--- src/design/der_tlv_stream_parser_macros.svh ---
// ----------------------------------------------------------------------------
// DER TLV stream parser: assertion macros
// Shared concurrent assertion forms, clocked on clk and disabled in reset.
// ----------------------------------------------------------------------------
`ifndef DER_TLV_STREAM_PARSER_MACROS_SVH
`define DER_TLV_STREAM_PARSER_MACROS_SVH

// Same-cycle implication.
`define DTLV_ASSERT_NOW(label, clk, rst_n, ante, cons, msg) \
    label: assert property (@(posedge clk) disable iff (!rst_n) (ante) |-> (cons)) \
        else $error(msg);

// Next-cycle implication.
`define DTLV_ASSERT_NEXT(label, clk, rst_n, ante, cons, msg) \
    label: assert property (@(posedge clk) disable iff (!rst_n) (ante) |=> (cons)) \
        else $error(msg);

`endif

--- src/design/dtlv_pkg.sv ---
// ----------------------------------------------------------------------------
// DER TLV stream parser package
// Field widths, byte-kind and error codes, and the result beat structure.
// ----------------------------------------------------------------------------
package dtlv_pkg;

    localparam int MAX_LENGTH_BYTES = 7;
    localparam int LEN_CNT_W        = $clog2(MAX_LENGTH_BYTES + 1);
    localparam int LEN_W            = 31;
    localparam int BYTE_W           = 8;
    localparam int KIND_W           = 3;
    localparam int ERR_W            = 3;

    localparam int APB_DATA_W = 32;
    localparam int APB_ADDR_W = 3;

    localparam logic [LEN_W-1:0] MAX_LEN_RESET = {LEN_W{1'b1}};

    typedef enum logic [KIND_W-1:0] {
        KIND_TAG        = 3'd0,
        KIND_LENGTH     = 3'd1,
        KIND_VALUE      = 3'd2,
        KIND_DISCARD    = 3'd3,
        KIND_STREAM_END = 3'd4
    } byte_kind_t;

    typedef enum logic [ERR_W-1:0] {
        ERR_NONE       = 3'd0,
        ERR_ZERO_TAG   = 3'd1,
        ERR_LEN_BYTES  = 3'd2,
        ERR_TOO_LARGE  = 3'd3,
        ERR_TRUNCATED  = 3'd4
    } error_code_t;

    // Register index within the configuration space.
    localparam logic [APB_ADDR_W-3:0] REG_MAX_VALUE_LENGTH = '0;

    typedef struct packed {
        byte_kind_t        byte_kind;
        logic [BYTE_W-1:0] element_tag;
        logic [BYTE_W-1:0] value_byte;
        logic [LEN_W-1:0]  value_length;
        logic              element_done;
        error_code_t       error_code;
    } dtlv_result_t;

endpackage

--- src/design/dtlv_apb_regs.sv ---
// ----------------------------------------------------------------------------
// DER TLV stream parser configuration registers
// APB-style register file holding the largest accepted value length.
// ----------------------------------------------------------------------------
module dtlv_apb_regs
    import dtlv_pkg::*;
(
    input  logic                  clk,
    input  logic                  rst_n,
    input  logic                  psel,
    input  logic                  penable,
    input  logic                  pwrite,
    input  logic [APB_ADDR_W-1:0] paddr,
    input  logic [APB_DATA_W-1:0] pwdata,
    output logic [APB_DATA_W-1:0] prdata,
    output logic                  pready,
    output logic [LEN_W-1:0]      max_len
);

    logic [LEN_W-1:0]      max_len_reg;
    logic [LEN_W-1:0]      max_len_next;
    logic [APB_ADDR_W-3:0] reg_idx;
    logic                  wr_en;

    assign pready  = 1'b1;
    assign reg_idx = paddr[APB_ADDR_W-1:2];
    assign wr_en   = psel && penable && pwrite && pready;

    always_comb
    begin
        max_len_next = max_len_reg;
        if (wr_en && (reg_idx == REG_MAX_VALUE_LENGTH))
        begin
            max_len_next = pwdata[LEN_W-1:0];
        end
    end

    always_ff @(posedge clk or negedge rst_n)
    begin
        if (!rst_n)
        begin
            max_len_reg <= MAX_LEN_RESET;
        end
        else
        begin
            max_len_reg <= max_len_next;
        end
    end

    always_comb
    begin
        prdata = '0;
        if (reg_idx == REG_MAX_VALUE_LENGTH)
        begin
            prdata = {{(APB_DATA_W - LEN_W){1'b0}}, max_len_reg};
        end
    end

    assign max_len = max_len_reg;

endmodule

--- config.mk ---
export PLATFORM = sky130hd
export DESIGN_NAME = dtlv_apb_regs
export DESIGN_NICKNAME = d
export VERILOG_FILES = /design/src/design/der_tlv_stream_parser_macros.svh /design/src/design/dtlv_pkg.sv /design/src/design/dtlv_apb_regs.sv
export SDC_FILE = /design/constraint.sdc
export NUM_CORES = 1
export LEC_CHECK = 0
export BUFFER_PORTS_ARGS = -buffer_cell sky130_fd_sc_hd__buf_4
export CORE_MARGIN = 2
export CORE_UTILIZATION = 41
export DETAILED_ROUTE_END_ITERATION = 7
export PLACE_DENSITY = 0.91
export SLEW_MARGIN = 20
export SYNTH_ARGS = -nofsm -noshare
export SYNTH_HDL_FRONTEND = slang
export SYNTH_SLANG_ARGS = --single-unit
--- constraint.sdc ---
create_clock -name clk -period 0.8 [get_ports clk]
set_input_delay 0.16 -clock clk [delete_from_list [all_inputs] [get_ports clk]]
set_output_delay 0.16 -clock clk [all_outputs]
set_load 0.05 [all_outputs]
==> impl_metrics.yaml, run 1 <==
die:
  die_w_um: 65.7
  fp-row-count: 22
  dieHeight_um: 65.7
  ios: 104
  start_util_pct: 42.7
clocking:
  cts_buffers: 5
  clockBufferDepth: 2
  clock-root-buffer: "clkbuf_8"
  clock-sinks: 31
  htree_levels: 2
run_status:
  status: "stopped before the end"
  haltStage: "5_1_grt"
  error: "[ERROR DPL-0033] detailed placement checks failed during check placement."
sta:
  worst_endpoint: "prdata[20]"
  worstEpCategory: "top-level output"
placed_design:
  hpwl_mm: 3.09
  dpl_worst_slack_ns: -0.276
  portBuffers: 98
  place_congestion: 0.758
  dp.cells: 253
global_routing:
  antenna_found_initial: 0
  grt_start_max_net_pins: 32
logic_synthesis:
  synth_warnings: 0
  synth_area_leaders: "dfstp_2, mux2_4, nor2b_1"
  synth_area_leader_cell: "dfstp_2"
  yosysSeqAreaShare_pct: 52.2
  ys_ff_latch: 31
  syn_area_um2: 1560
  synth_top_area_share_pct: 52.2
  synth_cells: 104
  syn_area_per_cell_um2: 15.0
  syn-num-nets: 144
  synth.distinct_cells: 9
## metrics by stage
stage	hold slack [ns]	util (%)	instance area, µm²
global placement	0.386	71.8	2630
floorplan	0.0122	-	1800
detailed placement	0.393	71.8	2630
CTS	0.0971	84.8	3100
## logic make-up after synthesis
family	after synthesis	synth area share [%]
and+or+nand+nor	32	13.9
muxes	31	29.6
DFF	31	52.2
buffers and inverters	8	3.85
other	2	0.481
## repair_timing
| action | 4_1_cts |
|---|---|
| endpoints found under the hold margin | 0 |
| setup endpoints to repair | 69 |
| gates resized for setup | 80 |
| buffers inserted | 10 |
| hold buffers | 0 |
## Yosys cell counts (all sizes together)
library cell / count
buf: 5
conb: 2
nor2b: 31
dfstp: 31
clkbuf: 3
nand4b: 1
mux2: 31
==> run 2, diff against run 1 <==
--- a/config.mk
+++ b/config.mk
@@ -7,9 +7,9 @@
 export LEC_CHECK = 0
 export BUFFER_PORTS_ARGS = -buffer_cell sky130_fd_sc_hd__buf_4
 export CORE_MARGIN = 2
-export CORE_UTILIZATION = 41
+export CORE_UTILIZATION = 40
 export DETAILED_ROUTE_END_ITERATION = 7
-export PLACE_DENSITY = 0.91
+export PLACE_DENSITY_LB_ADDON = 0.15
 export SLEW_MARGIN = 20
 export SYNTH_ARGS = -nofsm -noshare
 export SYNTH_HDL_FRONTEND = slang
==> impl_metrics.yaml, run 2 <==
setup_path:
  endpoint_kind: "output port"
  slowest_stage: "dfstp_2"
  worst-path-max-fanout: 3
  cp_slowest_stage_delay_ns: 0.56
  path_delay_family: "flip-flops"
  worstPathArrival_ns: 1.18
  worstSetupStartpointType: "flop"
  crit_required_ns: 0.64
  cp_num_buf_inv: 1
  cp_cell_sequence: "nor2b_4, buf_8"
  critical_path_class: "reg2out"
clocking:
  cts_buffers: 5
  clk_pin_slew_ns: 0.07
  hold_buffers: 0
  clockBufferDepth: 2
  cts_tree: "yes"
  htree_levels: 2
  clock-sinks: 31
  clock-root-buffer: "clkbuf_8"
  clock_latency_ns: 0.29
logic_synthesis:
  ys_ff_latch: 31
  synth_warnings: 0
  synth_top_area_share_pct: 52.2
  syn_area_um2: 1560
  netlist_top_cells_count: "dfstp_2, nor2b_1, mux2_4, buf_6, clkbuf_1"
  synth_edf_count: 0
  syn-num-nets: 144
  syn_area_per_cell_um2: 15.0
  synth_cells: 104
  synth_area_leader_cell: "dfstp_2"
  yosysSeqAreaShare_pct: 52.2
  synth_area_leaders: "dfstp_2, mux2_4, nor2b_1"
  ys.flop_type: "dfstp_2"
  async_flop_share_pct: 100
  synth.distinct_cells: 9
layout:
  layout_common_cells: "buf_4, buf_6, buf_8"
  final_nets: 278
  antennaDiodeCount: 0
  mostFrequentLayoutCell: "buf_4"
  final-seq-area_um2: 815
  drive_gt1_share_pct: 99.2
  multi_input_area_um2: 923
  fill_cells: 131
  layout.cells.non_filler: 287
  final_util_pct: 90.4
  largest_reg_flops: 31
  area_growth_pct: 115
  fin_area_um2: 3360
placed_design:
  place_congestion: 0.701
  dp.cells: 250
  portBuffers: 98
  hpwl_mm: 2.71
  placed_area_um2: 2630
power_and_ir_drop:
  pwr-share-seq_pct: 26.5
  power_density_nw_per_um2: 2850
  leakage_nw: 1.70
  switchingPower_mw: 3.93
  ir_drop_uv: 1720
  p_clk_share_pct: 12.9
  p_int_mw: 5.64
  sw_frac_of_total_pct: 41.1
  power_frac_comb_pct: 60.6
  fin_total_pwr_mw: 9.56
route:
  drt_iter0_drc: 21
  postRouteAntennaNets: 0
  wire_per_inst_um: 18.8
  wl_mm: 5.40
  remaining_drc_errors: 0
  via_per_inst: 4.69
  num_vias: 1346
  first_pass_iters: 4
die:
  design.die.area_um2: 4420
  ios: 104
  start_util_pct: 42.0
  core_area_um2: 3720
  fp-row-count: 22
  dieHeight_um: 66.5
  die_w_um: 66.5
sta:
  drv_slew: 0
  setup_ws_ns: -0.542
  rsz0062_at_grt: "yes"
  finalSetupViolations: 78
  post-route-period-util_pct: 168
  timing.fmax_ghz: 0.745
  period_minus_slack_ns: 1.34
  hold_viol_final: 0
  finClkSkew_ns: 0
flow_run:
  max_cap_viol_count: 0
global_routing:
  grt_start_max_net_pins: 32
  antenna_found_initial: 0
  grt_overflow: 0
  grt_pass1_wl_mm: 6.44
  gr-usage-all-layers_pct: 20.3
  grt_pass1_vias: 1265
run_status:
  violations: "negative setup slack"
  status: "complete, but fails checks"
hold_path:
  min_path_type: "in2async"
-- run 2: cell counts after synthesis --
No cell type changed its count.
-- run 2: kinds of logic after synthesis --
kind of cell / count (synthesis) / synth area share (%)
muxes: 31 / 29.6
other: 2 / 0.481
buffers and inverters: 8 / 3.85
DFF: 31 / 52.2
and+or+nand+nor: 32 / 13.9
-- run 2: timing repair --
action | 4_1_cts | 5_1_grt
endpoints found under the setup margin | 67 | 73
resized for setup | 59 | 57
buffers inserted | 8 | 24
pin swaps | 0 | 0
endpoints found under the hold margin | 0 | 0
-- run 2: path summary, 6_finish.rpt --
check / slack, ns / end / startpoint / depth (start not counted)
setup / recovery: -0.54 / prdata[19] / max_len[19]$_DFFE_PN1P_ / 2
hold / removal: 0.07 / max_len[10]$_DFFE_PN1P_ / rst_n / 1
setup reg to reg: -0.22 / max_len[15]$_DFFE_PN1P_ / max_len[15]$_DFFE_PN1P_ / 4
hold reg to reg: 0.64 / max_len[0]$_DFFE_PN1P_ / max_len[0]$_DFFE_PN1P_ / 1
max in group asynchronous: 0.69 / max_len[1]$_DFFE_PN1P_ / rst_n / 1
min in group clk: 0.10 / max_len[5]$_DFFE_PN1P_ / pwdata[5] / 2
-- run 2: final cells by class --
type / instances / share of cell area, %
repair buffers: 135 / 44.0
well taps: 48 / 1.79
clock inverters: 3 / 0.447
multi-input cells: 65 / 27.5
clock buffers: 5 / 2.05
flip-flops and latches: 31 / 24.2
-- run 2: power by group through the flow --
stage | logic (mW) | clock network, mW | registers [mW]
global route | 5.98 | 1.35 | 2.57
finish | 5.80 | 1.23 | 2.53
CTS | 4.88 | 1.22 | 2.51
floorplan | 1.86 | 0 | 3.74
detailed placement | 4.33 | 0 | 2.49
global placement | 4.30 | 0 | 2.46
-- run 2: stage by stage --
step / setup WS (ns) / hold slack (ns) / TNS [ns]
final: -0.542 / 0.0703 / -30.03
after detailed placement: -0.273 / 0.393 / -17.60
after floorplan: -0.420 / 0.0122 / -17.99
after global routing: -0.585 / 0.0803 / -32.36
after global placement: -0.251 / 0.391 / -16.60
after CTS: -0.511 / 0.0877 / -28.12
-- run 2: layer usage --
| layer | vias to the layer above | wire [µm] | global-route usage, % |
|---|---|---|---|
| li1 | 605 | - | - |
| met2 | 65 | 3010 | 34.6 |
| met5 | - | 0 | 0 |
| met3 | 7 | 362 | 8.11 |
| met4 | 0 | 69 | 9.69 |
| met1 | 669 | 1960 | 21.8 |
Power figures use the tool's default switching activity.
==> run 3, diff against run 2 <==
--- a/config.mk
+++ b/config.mk
@@ -10,6 +10,7 @@
 export CORE_UTILIZATION = 40
 export DETAILED_ROUTE_END_ITERATION = 7
 export PLACE_DENSITY_LB_ADDON = 0.15
+export SETUP_SLACK_MARGIN = 0.05
 export SLEW_MARGIN = 20
 export SYNTH_ARGS = -nofsm -noshare
 export SYNTH_HDL_FRONTEND = slang
==> impl_metrics.yaml, run 3 (synthesized netlist as in run 2, its figures left out) <==
sta:
  whs_ns: 0.0685
  rsz0062_at_grt: "yes"
  timing.fmax_ghz: 0.744
  setup_ws_ns: -0.544
  period_minus_slack_ns: 1.34
  post-route-period-util_pct: 168
  drv_slew: 0
  finalSetupViolations: 89
  hold_viol_final: 0
  finClkSkew_ns: 0
route:
  postRouteAntennaNets: 0
  wl_met2_mm: 3.25
  wl_mm: 5.95
  wire_per_inst_um: 20.5
  wl_met3_um: 460
  remaining_drc_errors: 0
  first_pass_iters: 4
  num_vias: 1413
  wl_met1_mm: 2.09
  top_layer: "met4"
  drt_iter0_drc: 23
  via_per_inst: 4.86
clocking:
  hold_buffers: 0
  cts_buffers: 5
  clockBufferDepth: 2
  clock-sinks: 31
  cts_tree: "yes"
  clock_latency_ns: 0.29
  clock-root-buffer: "clkbuf_8"
  htree_levels: 2
  clk_pin_slew_ns: 0.07
layout:
  area_growth_pct: 122
  mostFrequentLayoutCell: "buf_4"
  layout_common_cells: "buf_4, buf_6, buf_8"
  drive_gt1_share_pct: 99.2
  antennaDiodeCount: 0
  largest_reg_flops: 31
  final_nets: 282
setup_path:
  reg2reg_to: "max_len[15]$_DFFE_PN1P_"
  timing.reg2reg.setup_slack_ns: -0.22
  crit_required_ns: 0.64
  slowest_stage: "dfstp_2"
  worstPathArrival_ns: 1.18
  worstSetupStartpointType: "flop"
  critical_path_class: "reg2out"
  worst-path-max-fanout: 3
  cp_slowest_stage_delay_ns: 0.57
  endpoint_kind: "output port"
  rr_startpoint: "max_len[15]$_DFFE_PN1P_"
  reg2reg_depth: 4
  cp_cell_sequence: "nor2b_4, buf_8"
power_and_ir_drop:
  sw_frac_of_total_pct: 41.1
  fin_total_pwr_mw: 9.70
  power_density_nw_per_um2: 2800
  p_int_mw: 5.72
  switchingPower_mw: 3.98
  ir_drop_uv: 1740
  pwr-share-seq_pct: 26.5
  leakage_nw: 1.75
  p_clk_share_pct: 12.4
  power_frac_comb_pct: 61.1
global_routing:
  grt_start_max_net_pins: 32
  grt_pass1_vias: 1267
  grt_overflow: 0
  grt_pass1_wl_mm: 6.73
  antenna_found_initial: 0
  gr-usage-all-layers_pct: 21.4
die:
  dieHeight_um: 66.5
  die_w_um: 66.5
  design.die.area_um2: 4420
  start_util_pct: 42.0
  core_area_um2: 3720
  fp-row-count: 22
  ios: 104
placed_design:
  portBuffers: 98
  hpwl_mm: 2.71
  place_congestion: 0.701
flow_run:
  max_cap_viol_count: 0
hold_path:
  min_path_type: "in2async"
run_status:
  status: "complete, but fails checks"
  violations: "negative setup slack"
[run 3: cell count changes in the layout (fill, tap and decap cells not counted), sizes merged]
| cell | previous run | this run |
|---|---|---|
| buf | 135 | 139 |
[run 3: what timing repair did]
item	in CTS	in global routing
hold endpoints to repair	0	0
gates resized for setup	62	63
buffers inserted	9	26
cloned	2	0
endpoints found under the setup margin	93	93
[run 3: stage by stage]
step / utilization [%] / cells / setup TNS [ns] / area, µm² / setup WS, ns
after global placement: 70.8 / 250 / -16.60 / 2630 / -0.251
after CTS: 82.8 / 269 / -29.28 / 3080 / -0.511
after detailed placement: 70.8 / 250 / -17.60 / 2630 / -0.273
after floorplan: - / 104 / -17.99 / 1800 / -0.420
final: 93.2 / 291 / -31.10 / 3460 / -0.544
after global routing: 93.2 / 291 / -33.20 / 3460 / -0.578
[run 3: worst max path at each step]
stage / slack, ns / endpoint / startpoint / cells after the start
after floorplan: -0.42 / prdata[0] / max_len[0]$_DFFE_PN1P_ / 1
after global placement: -0.25 / max_len[0]$_DFFE_PN1P_ / paddr[2] / 4
after detailed placement: -0.27 / max_len[7]$_DFFE_PN1P_ / paddr[2] / 4
after CTS: -0.51 / prdata[8] / max_len[8]$_DFFE_PN1P_ / 2
after global routing: -0.58 / prdata[8] / max_len[8]$_DFFE_PN1P_ / 2
final: -0.54 / prdata[20] / max_len[20]$_DFFE_PN1P_ / 2
[run 3: power groups by stage]
stage	logic (mW)	clock network [mW]	registers, mW
4_1_cts	4.90	1.22	2.51
3_5_place_dp	4.33	0	2.49
2_1_floorplan	1.86	0	3.74
6_report	5.93	1.20	2.57
5_1_grt	6.11	1.32	2.60
3_3_place_gp	4.30	0	2.46
[run 3: cell type report]
| cell class | count | area (µm²) |
|---|---|---|
| sequential | 31 | 815 |
| multi-input combinational | 65 | 923 |
| fill | 102 | 254 |
| clock inverter | 3 | 15.0 |
| clock buffer | 5 | 68.8 |
| tap | 48 | 60.1 |
| timing repair buffer | 139 | 1580 |
[run 3: worst max-delay path, delay by kind of cell (launching register included)]
kind / cells / cell delay (ns)
flops: 1 / 0.57
simple gates: 1 / 0.18
buf+inv: 1 / 0.15
[run 3: layer usage]
metal / up-vias / track usage, %
met4: 0 / 9.18
met5: - / 0
met2: 83 / 36.4
met1: 703 / 23.7
li1: 612 / -
met3: 15 / 8.45
