--- src/design/der_tlv_stream_parser_macros.svh ---
// ----------------------------------------------------------------------------
// DER TLV stream parser: assertion macros
// Shared concurrent assertion forms, clocked on clk and disabled in reset.
// ----------------------------------------------------------------------------
`ifndef DER_TLV_STREAM_PARSER_MACROS_SVH
`define DER_TLV_STREAM_PARSER_MACROS_SVH

// Same-cycle implication.
`define DTLV_ASSERT_NOW(label, clk, rst_n, ante, cons, msg) \
    label: assert property (@(posedge clk) disable iff (!rst_n) (ante) |-> (cons)) \
        else $error(msg);

// Next-cycle implication.
`define DTLV_ASSERT_NEXT(label, clk, rst_n, ante, cons, msg) \
    label: assert property (@(posedge clk) disable iff (!rst_n) (ante) |=> (cons)) \
        else $error(msg);

`endif

--- src/design/dtlv_pkg.sv ---
// ----------------------------------------------------------------------------
// DER TLV stream parser package
// Field widths, byte-kind and error codes, and the result beat structure.
// ----------------------------------------------------------------------------
package dtlv_pkg;

    localparam int MAX_LENGTH_BYTES = 7;
    localparam int LEN_CNT_W        = $clog2(MAX_LENGTH_BYTES + 1);
    localparam int LEN_W            = 31;
    localparam int BYTE_W           = 8;
    localparam int KIND_W           = 3;
    localparam int ERR_W            = 3;

    localparam int APB_DATA_W = 32;
    localparam int APB_ADDR_W = 3;

    localparam logic [LEN_W-1:0] MAX_LEN_RESET = {LEN_W{1'b1}};

    typedef enum logic [KIND_W-1:0] {
        KIND_TAG        = 3'd0,
        KIND_LENGTH     = 3'd1,
        KIND_VALUE      = 3'd2,
        KIND_DISCARD    = 3'd3,
        KIND_STREAM_END = 3'd4
    } byte_kind_t;

    typedef enum logic [ERR_W-1:0] {
        ERR_NONE       = 3'd0,
        ERR_ZERO_TAG   = 3'd1,
        ERR_LEN_BYTES  = 3'd2,
        ERR_TOO_LARGE  = 3'd3,
        ERR_TRUNCATED  = 3'd4
    } error_code_t;

    // Register index within the configuration space.
    localparam logic [APB_ADDR_W-3:0] REG_MAX_VALUE_LENGTH = '0;

    typedef struct packed {
        byte_kind_t        byte_kind;
        logic [BYTE_W-1:0] element_tag;
        logic [BYTE_W-1:0] value_byte;
        logic [LEN_W-1:0]  value_length;
        logic              element_done;
        error_code_t       error_code;
    } dtlv_result_t;

endpackage

--- src/design/dtlv_parse_core.sv ---
// ----------------------------------------------------------------------------
// DER TLV stream parser core
// Phase tracking, length decode and byte classification for one beat.
// ----------------------------------------------------------------------------
`include "der_tlv_stream_parser_macros.svh"

module dtlv_parse_core
    import dtlv_pkg::*;
(
    input  logic              clk,
    input  logic              rst_n,
    input  logic              take,
    input  logic [BYTE_W-1:0] data_byte,
    input  logic              end_of_stream,
    input  logic [LEN_W-1:0]  max_len,
    output dtlv_result_t      result
);

    typedef enum logic [2:0] {
        PH_TAG       = 3'd0,
        PH_LEN_FIRST = 3'd1,
        PH_LEN_LONG  = 3'd2,
        PH_VALUE     = 3'd3,
        PH_DISCARD   = 3'd4
    } phase_t;

    phase_t                 phase_reg,   phase_next;
    logic [BYTE_W-1:0]      tag_reg,     tag_next;
    logic [LEN_W-1:0]       acc_reg,     acc_next;
    logic                   big_reg,     big_next;    // accumulated length beyond 31 bits
    logic [LEN_CNT_W-1:0]   len_left_reg, len_left_next;
    logic [LEN_W-1:0]       val_left_reg, val_left_next;

    logic [BYTE_W-2:0]      n_bytes;
    logic [LEN_W-1:0]       shift_acc;
    logic                   shift_big;
    logic [LEN_CNT_W-1:0]   len_left_dec;
    logic                   fin_en;
    logic [LEN_W-1:0]       fin_len;
    logic                   fin_big;

    assign n_bytes      = data_byte[BYTE_W-2:0];
    assign shift_acc    = {acc_reg[LEN_W-BYTE_W-1:0], data_byte};
    assign shift_big    = big_reg || (acc_reg[LEN_W-1:LEN_W-BYTE_W] != '0);
    assign len_left_dec = len_left_reg - LEN_CNT_W'(1);

    always_comb
    begin
        phase_next    = phase_reg;
        tag_next      = tag_reg;
        acc_next      = acc_reg;
        big_next      = big_reg;
        len_left_next = len_left_reg;
        val_left_next = val_left_reg;
        fin_en        = 1'b0;
        fin_len       = '0;
        fin_big       = 1'b0;

        result.byte_kind    = KIND_DISCARD;
        result.value_byte   = '0;
        result.value_length = '0;
        result.element_done = 1'b0;
        result.error_code   = ERR_NONE;

        if (end_of_stream)
        begin
            result.byte_kind = KIND_STREAM_END;
            if (phase_reg == PH_LEN_FIRST || phase_reg == PH_LEN_LONG ||
                phase_reg == PH_VALUE)
            begin
                result.error_code = ERR_TRUNCATED;
            end
            phase_next    = PH_TAG;
            acc_next      = '0;
            big_next      = 1'b0;
            len_left_next = '0;
            val_left_next = '0;
        end
        else
        begin
            unique case (phase_reg)
                PH_TAG:
                begin
                    tag_next = data_byte;
                    acc_next = '0;
                    big_next = 1'b0;
                    if (data_byte == '0)
                    begin
                        result.error_code = ERR_ZERO_TAG;
                        phase_next        = PH_DISCARD;
                    end
                    else
                    begin
                        result.byte_kind = KIND_TAG;
                        phase_next       = PH_LEN_FIRST;
                    end
                end
                PH_LEN_FIRST:
                begin
                    if (data_byte[BYTE_W-1])
                    begin
                        if (n_bytes > (BYTE_W-1)'(MAX_LENGTH_BYTES))
                        begin
                            result.error_code = ERR_LEN_BYTES;
                            phase_next        = PH_DISCARD;
                        end
                        else if (n_bytes == '0)
                        begin
                            fin_en = 1'b1;
                        end
                        else
                        begin
                            result.byte_kind = KIND_LENGTH;
                            acc_next         = '0;
                            big_next         = 1'b0;
                            len_left_next    = n_bytes[LEN_CNT_W-1:0];
                            phase_next       = PH_LEN_LONG;
                        end
                    end
                    else
                    begin
                        fin_en  = 1'b1;
                        fin_len = LEN_W'(n_bytes);
                    end
                end
                PH_LEN_LONG:
                begin
                    acc_next      = shift_acc;
                    big_next      = shift_big;
                    len_left_next = len_left_dec;
                    if (len_left_dec == '0)
                    begin
                        fin_en  = 1'b1;
                        fin_len = shift_acc;
                        fin_big = shift_big;
                    end
                    else
                    begin
                        result.byte_kind = KIND_LENGTH;
                    end
                end
                PH_VALUE:
                begin
                    result.byte_kind    = KIND_VALUE;
                    result.value_byte   = data_byte;
                    result.value_length = acc_reg;
                    val_left_next       = val_left_reg - LEN_W'(1);
                    if (val_left_reg == LEN_W'(1))
                    begin
                        result.element_done = 1'b1;
                        phase_next          = PH_TAG;
                    end
                end
                default:
                begin
                    phase_next = PH_DISCARD;
                end
            endcase

            // The whole length is known: accept it or reject it as too large.
            if (fin_en)
            begin
                len_left_next = '0;
                if (fin_big || (fin_len > max_len))
                begin
                    result.error_code = ERR_TOO_LARGE;
                    acc_next          = '0;
                    big_next          = 1'b0;
                    phase_next        = PH_DISCARD;
                end
                else
                begin
                    result.byte_kind    = KIND_LENGTH;
                    result.value_length = fin_len;
                    acc_next            = fin_len;
                    big_next            = 1'b0;
                    if (fin_len == '0)
                    begin
                        result.element_done = 1'b1;
                        phase_next          = PH_TAG;
                    end
                    else
                    begin
                        val_left_next = fin_len;
                        phase_next    = PH_VALUE;
                    end
                end
            end
        end

        result.element_tag = tag_next;
    end

    always_ff @(posedge clk or negedge rst_n)
    begin
        if (!rst_n)
        begin
            phase_reg    <= PH_TAG;
            tag_reg      <= '0;
            acc_reg      <= '0;
            big_reg      <= 1'b0;
            len_left_reg <= '0;
            val_left_reg <= '0;
        end
        else if (take)
        begin
            phase_reg    <= phase_next;
            tag_reg      <= tag_next;
            acc_reg      <= acc_next;
            big_reg      <= big_next;
            len_left_reg <= len_left_next;
            val_left_reg <= val_left_next;
        end
    end

    `DTLV_ASSERT_NOW(a_value_count_live, clk, rst_n, phase_reg == PH_VALUE,
        val_left_reg != '0, "value phase with no value bytes left")
    `DTLV_ASSERT_NOW(a_len_count_live, clk, rst_n, phase_reg == PH_LEN_LONG,
        len_left_reg != '0, "long length phase with no length bytes left")
    `DTLV_ASSERT_NEXT(a_discard_sticky, clk, rst_n,
        take && phase_reg == PH_DISCARD && !end_of_stream,
        phase_reg == PH_DISCARD, "discard phase left without stream end")
    `DTLV_ASSERT_NOW(a_done_clean, clk, rst_n, result.element_done,
        result.error_code == ERR_NONE && (result.byte_kind == KIND_LENGTH ||
        result.byte_kind == KIND_VALUE), "element completed on a bad beat")

endmodule

--- config.mk ---
export PLATFORM = sky130hd
export DESIGN_NAME = dtlv_parse_core
export DESIGN_NICKNAME = d
export VERILOG_FILES = /design/src/design/dtlv_pkg.sv /design/src/design/dtlv_parse_core.sv
export VERILOG_INCLUDE_DIRS = /design/src /design/src/design
export SDC_FILE = /design/constraint.sdc
export NUM_CORES = 1
export LEC_CHECK = 0
export ABC_CLOCK_PERIOD_IN_PS = 7200
export BUFFER_PORTS_ARGS = -buffer_cell sky130_fd_sc_hd__buf_2
export CAP_MARGIN = 10
export CORE_MARGIN = 2
export CORE_UTILIZATION = 45
export DETAILED_ROUTE_END_ITERATION = 7
export GPL_ROUTABILITY_DRIVEN = 0
export PLACE_DENSITY = 0.73
export SYNTH_ARGS = -nofsm -noshare
export SYNTH_HDL_FRONTEND = slang
export SYNTH_SLANG_ARGS = --single-unit
--- constraint.sdc ---
create_clock -name clk -period 7.2 [get_ports clk]
set_input_delay 1.44 -clock clk [delete_from_list [all_inputs] [get_ports clk]]
set_output_delay 1.44 -clock clk [all_outputs]
set_load 0.05 [all_outputs]
==> results of run 1 <==
## worst max-delay path: stages, from the launching register on
cell	delay [ns]
dfrtp_1	0.50
nor3b_1	0.46
and3_1	0.82
buf_4	0.31
a21o_1	0.28
nand2_1	0.12
inv_1	0.09
ha_1	0.25
a21oi_1	0.17
a21oi_1	0.08
o21ai_0	0.29
a211oi_1	0.19
nor4_4	0.27
buf_4	0.33
nand2_1	0.08
o21ai_0	0.26
buf_2	0.33
## how the worst max path moves through the flow
stage,to,slack [ns],depth (start not counted)
final,result[3],0.58,16
after global routing,result[3],0.18,16
after CTS,result[3],0.71,15
after detailed placement,result[3],1.10,15
after global placement,result[3],1.14,15
after floorplan,result[3],0.71,14
## per-stage QoR
step | hold slack [ns] | std cells | worst slack, ns | util (%) | instance area, um^2
2_1_floorplan | 0.440 | 750 | 0.713 | - | 5910
3_3_place_gp | 0.459 | 981 | 1.14 | 51.2 | 6510
3_5_place_dp | 0.462 | 981 | 1.10 | 51.2 | 6510
4_1_cts | 0.490 | 997 | 0.709 | 53.4 | 6790
5_1_grt | 0.523 | 997 | 0.177 | 53.4 | 6790
6_report | 0.487 | 997 | 0.580 | 53.4 | 6790
## layer usage
| layer | GRT usage [%] | part of all wire (%) | wire [um] |
|---|---|---|---|
| met5 | 0 | 0 | 0 |
| met4 | 10.3 | 2.9 | 561 |
| met3 | 6.27 | 9.3 | 1810 |
| met2 | 40.7 | 45 | 8690 |
| met1 | 40.1 | 43 | 8380 |
## layout make-up
class / count / area share, %
clock buffers: 11 / 3.57
repair buffers: 108 / 8.44
well taps: 172 / 3.17
flip-flops and latches: 77 / 28.4
multi-input cells: 575 / 53.2
inverters: 49 / 2.71
clock inverters: 5 / 0.534
## kinds of logic (layout without fill, tap and decap cells)
family,after synthesis,after routing,share of synthesized area (%)
DFF,77,77,32.6
xor gates and xnor gates,1,1,0.148
AOI/OAI and AO/OA,202,202,24.2
buffers and inverters,98,173,6.55
and+or+nand+nor,328,328,27.3
muxes,9,9,1.69
adders and majority gates,35,35,7.42
## report_power, final
part | switching [mW] | internal [mW] | leakage, nW
registers | 0.0754 | 0.491 | 1.03
clock network | 0.193 | 0.243 | 0.128
logic | 0.353 | 0.176 | 2.09
## synthesized netlist by cell type (13+ instances only)
| master | instances |
|---|---|
| nand2_1 | 104 |
| nand3_1 | 31 |
| nor3_1 | 28 |
| a21oi_1 | 58 |
| and3_1 | 13 |
| inv_1 | 49 |
| and2_1 | 29 |
| nor4_1 | 16 |
| a22o_1 | 25 |
| dfrtp_1 | 77 |
| clkbuf_1 | 35 |
| ha_1 | 35 |
| o21ai_0 | 20 |
| nor2_1 | 61 |
==> reports/results.ini, run 1 <==
[worst_hold_path]
holdPathStages = 1
min_from = len_left_reg[1]$_DFFE_PN0P_
min_to = len_left_reg[1]$_DFFE_PN0P_
hold_path_class = flip-flop to flip-flop

[drt]
totalWireLength_um = 19400
viasPerCell = 6.26
drcViolationCount = 0
antenna_left = 0
drt_pre_antenna_iters = 6
drtIter0Drc = 714
wl_per_cell_um = 19.5
vias = 6244

[cells_and_area]
layout-drive-gt1-share_pct = 17.3
final_common_cell = nand2_1
multi_input_area_um2 = 3610
layout_common_cells = nand2_1 (104), buf_2 (95), dfrtp_1 (77), nor2_1 (60), a21oi_1 (58)
fin_nets = 898
n_antenna_cell = 0
fillCellCount = 1288
seq_area_um2 = 1930
syn_to_final_growth_pct = 15.0

[cts]
clock_latency_ns = 0.36
path_clk_slew_ns = 0.06
cts_num_sinks = 77
cts_resized = 0
cts_tree = built
h-tree-depth = 3
cts-root-buf = clkbuf_16
cts_buffers = 9
cts_buffer_depth = 2
postCtsSetupBuffers = 0
ctsHoldBuffers = 0

[worst_setup_path]
crit_arrival_ns = 5.18
reg2reg_to = val_left_reg[22]$_DFFE_PN0P_
reg2regPathDepth = 14
cp-startpoint = phase_reg[2]$_DFFE_PN0P_
worst_setup_path_end_kind = output pin
regToRegSetupSlack_ns = 2.18
worstSetupStartpointType = flip-flop
path_class = flip-flop to output pin
path_max_fanout = 26
crit_required_ns = 5.76
regToRegStartpoint = phase_reg[2]$_DFFE_PN0P_

[placement]
dp_hpwl_um = 13700
portBuffers = 96

[sta]
fin_crit_sh_pct = 91.9
fin_worst_skew_ns = 0.0101
setup_viol = 0
slew_headroom_pct = 22.6
hold_viol = 0
finalMaxSlewViolations = 0
worstMarginPinSlew_ns = 1.16
fin_setup_tns_ns = 0
fmax_ghz = 0.151
rsz0062_at_grt = false
layout_min_cycle_time_ns = 6.62

[logic_synthesis]
synth_top_flop_cell = dfrtp_1
synth.yosys.seq_area_share_pct = 32.6
synth_seq_cells = 77
ys_warn_count = 0
synth.avg_cell_area_um2 = 7.87
yosysTopAreaCell = dfrtp_1
syn_area_um2 = 5910
synth_top_area_share_pct = 32.6
yosys-top-cells-area = dfrtp_1 (33%), ha_1 (7.4%), nand2_1 (6.6%)
synthArstFlopShare_pct = 100
synth_nets = 828
synth_cells = 750
synth_cell_types = 66
synth_edf_count = 0

[power]
power_density_nw_per_um2 = 226
p_leak_nw = 3.25
finalPower_mw = 1.53
vdd.ir_drop.worst_mv = 0.168

[global_route]
overflow = 0
first_global_vias = 5678
grt_antenna_before_repair = 0
grt_use_total_pct = 27.9
grt_pass1_wl_um = 31100
grt_max_degree = 78

[floorplan]
fp.dieH_um = 119
row_count = 41
start_util_pct = 46.4
die_area_um2 = 14100
io_pins = 97
die_w_um = 119
core_um2 = 12700

[run_status]
status = completed

[run]
cap_violations = 0

(Power assumes the default switching activity.)
==> run 2, diff against run 1 <==
--- a/config.mk
+++ b/config.mk
@@ -13,7 +13,7 @@
 export CORE_UTILIZATION = 45
 export DETAILED_ROUTE_END_ITERATION = 7
 export GPL_ROUTABILITY_DRIVEN = 0
-export PLACE_DENSITY = 0.73
+export PLACE_DENSITY = 0.69
 export SYNTH_ARGS = -nofsm -noshare
 export SYNTH_HDL_FRONTEND = slang
 export SYNTH_SLANG_ARGS = --single-unit
==> reports/results.ini, run 2 (same netlist as run 1, synthesis figures left out) <==
[run_status]
status = completed  ; unchanged

[placement]
portBuffers = 96  ; unchanged
dpl-instance-area_um2 = 6500  ; was 6510 um^2
dp_slack_ns = 1.14  ; was 1.10 ns
dp_hpwl_um = 14300  ; was 13700 um
dp.cells = 980  ; was 981

[global_route]
grt_use_total_pct = 28.5  ; was 27.9%
grt_max_degree = 78  ; unchanged
overflow = 0  ; unchanged
grt_pass1_wl_um = 32000  ; was 31100 um
grt_antenna_before_repair = 0  ; unchanged
first_global_vias = 6030  ; was 5678

[sta]
slew_headroom_pct = 27.7  ; was 22.6%
timing.hold.ws_ns = 0.469  ; was 0.487 ns
fin_crit_sh_pct = 90.0  ; was 91.9%
setup_viol = 0  ; unchanged
rsz0062_at_grt = false  ; unchanged
fin_setup_tns_ns = 0  ; unchanged
fmax_ghz = 0.154  ; was 0.151 GHz
hold_viol = 0  ; unchanged
worstMarginPinSlew_ns = 1.09  ; was 1.16 ns
finalMaxSlewViolations = 0  ; unchanged
fin_worst_skew_ns = 0.00566  ; was 0.0101 ns
fin_ws_ns = 0.718  ; was 0.580 ns
layout_min_cycle_time_ns = 6.48  ; was 6.62 ns

[worst_setup_path]
crit_family = simple AND/OR/NAND/NOR gates  ; unchanged
path_class = flip-flop to output pin  ; unchanged
crit_required_ns = 5.76  ; about the same
critPathMaxStageDelay_ns = 0.79  ; was 0.82 ns
cp_common_cell = buf_4
crit_arrival_ns = 5.04  ; was 5.18 ns
crit_path_top_delay_cell = and3_1  ; unchanged
path_max_fanout = 33  ; was 26
crit_cells = 13  ; was 16
reg2regPathDepth = 12  ; was 14
worstSetupStartpointType = flip-flop  ; unchanged
crit_buf_inv = 3  ; was 4
cp_cell_sequence = nor3b_1 -> and3_1 -> buf_4 -> and2_1 -> ha_1 -> and2_0 -> a221o_1 -> a221oi_1 -> a2bb2oi_1 -> nor4_4 -> buf_4 -> a22o_1 -> buf_2  ; was nor3b_1 -> and3_1 -> buf_4 -> a21o_1 -> nand2_1 -> inv_1 -> ha_1 -> a21oi_1 -> a21oi_1 -> o21ai_0 -> a211oi_1 -> nor4_4 -> buf_4 -> nand2_1 -> o21ai_0 -> buf_2
worst_setup_path_end_kind = output pin  ; unchanged

[cells_and_area]
fillCellCount = 1227  ; was 1288
seq_area_um2 = 1930  ; unchanged
layout_common_cells = nand2_1 (104), buf_2 (95), dfrtp_1 (77), nor2_1 (61), a21oi_1 (58)  ; was nand2_1 (104), buf_2 (95), dfrtp_1 (77), nor2_1 (60), a21oi_1 (58)
fin_nets = 897  ; was 898
layout-drive-gt1-share_pct = 17.2  ; was 17.3%
n_antenna_cell = 0  ; unchanged
multi_input_area_um2 = 3610  ; about the same
syn_to_final_growth_pct = 15.4  ; was 15.0%
stdcell_count = 996  ; was 997
final_common_cell = nand2_1  ; unchanged
final_area_um2 = 6820  ; was 6790 um^2

[cts]
path_clk_slew_ns = 0.06  ; about the same
cts_buffer_depth = 2  ; unchanged
cts_num_sinks = 77  ; unchanged
clock_latency_ns = 0.35  ; was 0.36 ns
cts_buffers = 9  ; unchanged
postCtsSetupBuffers = 0  ; unchanged
cts_tree = built  ; unchanged
h-tree-depth = 3  ; unchanged
cts-root-buf = clkbuf_16  ; unchanged
ctsHoldBuffers = 0  ; unchanged
cts_resized = 0  ; unchanged

[power]
p_leak_nw = 3.27  ; was 3.25 nW
power_density_nw_per_um2 = 233  ; was 226 nW/um^2
vdd.ir_drop.worst_mv = 0.105  ; was 0.168 mV

[worst_hold_path]
holdPathStages = 2  ; was 1
hold_path_class = flip-flop to flip-flop  ; unchanged

[drt]
drt_pre_antenna_iters = 6  ; unchanged
viasPerCell = 6.33  ; was 6.26
vias = 6309  ; was 6244
wl_per_cell_um = 20.1  ; was 19.5 um
totalWireLength_um = 20000  ; was 19400 um
drcViolationCount = 0  ; unchanged
drtIter0Drc = 759  ; was 714
antenna_left = 0  ; unchanged

[floorplan]
die_area_um2 = 14100  ; unchanged
io_pins = 97  ; unchanged
start_util_pct = 46.4  ; unchanged
row_count = 41  ; unchanged
core_um2 = 12700  ; unchanged
fp.dieH_um = 119  ; unchanged
die_w_um = 119  ; unchanged

[run]
cap_violations = 0  ; unchanged

-- run 2: changes by cell type in the layout (fill, tap and decap cells not counted) --
cell,previous run,this run
bufinv_16,0,2
clkinv_2,1,3
clkinv_4,1,0
clkinvlp_4,3,2
clkbuf_1,1,0
buf_4,13,12
clkbuf_8,1,0
nor2_2,1,0
nor2_1,60,61
-- run 2: cell type report --
type,instances,area share [%]
well taps,172,3.16
flip-flops and latches,77,28.3
multi-input cells,575,53.0
inverters,49,2.70
repair buffers,107,8.30
clock inverters,7,1.32
clock buffers,9,3.30
-- run 2: metal layers --
metal / track usage (%) / wire, um
met1: 39.0 / 8390
met2: 44.6 / 9240
met3: 5.65 / 1850
met4: 10.4 / 505
met5: 0 / 0
-- run 2: stage by stage --
stage                     total power, mW  utilization (%)
after CTS                            1.58             53.6
after floorplan                     0.947                -
after detailed placement             1.09             51.1
final                                1.59             53.6
after global placement               1.08             51.1
after global routing                 1.67             53.6
-- run 2: final timing paths --
| check | from | to | slack [ns] |
|---|---|---|---|
| setup reg to reg | phase_reg[2]$_DFFE_PN0P_ | val_left_reg[22]$_DFFE_PN0P_ | 2.21 |
| setup / recovery | phase_reg[2]$_DFFE_PN0P_ | result[28] | 0.72 |
| hold / removal | big_reg$_DFFE_PN0P_ | big_reg$_DFFE_PN0P_ | 0.47 |
| max in group asynchronous | rst_n | acc_reg[13]$_DFFE_PN0P_ | 5.28 |
| min in group asynchronous | rst_n | val_left_reg[20]$_DFFE_PN0P_ | 1.25 |
| hold reg to reg | big_reg$_DFFE_PN0P_ | big_reg$_DFFE_PN0P_ | 0.47 |
-- run 2: worst register-to-register path, delay by kind of cell, from the launching register on --
family | cells | cell delay (ns)
simple gates | 6 | 2.72
compound gates | 4 | 1.10
flops | 1 | 0.52
buf+inv | 1 | 0.31
fa+ha+maj | 1 | 0.25
-- run 2: power by group --
group / switching, mW / internal, mW
sequential: 0.0772 / 0.492
combinational: 0.357 / 0.174
clock: 0.189 / 0.301
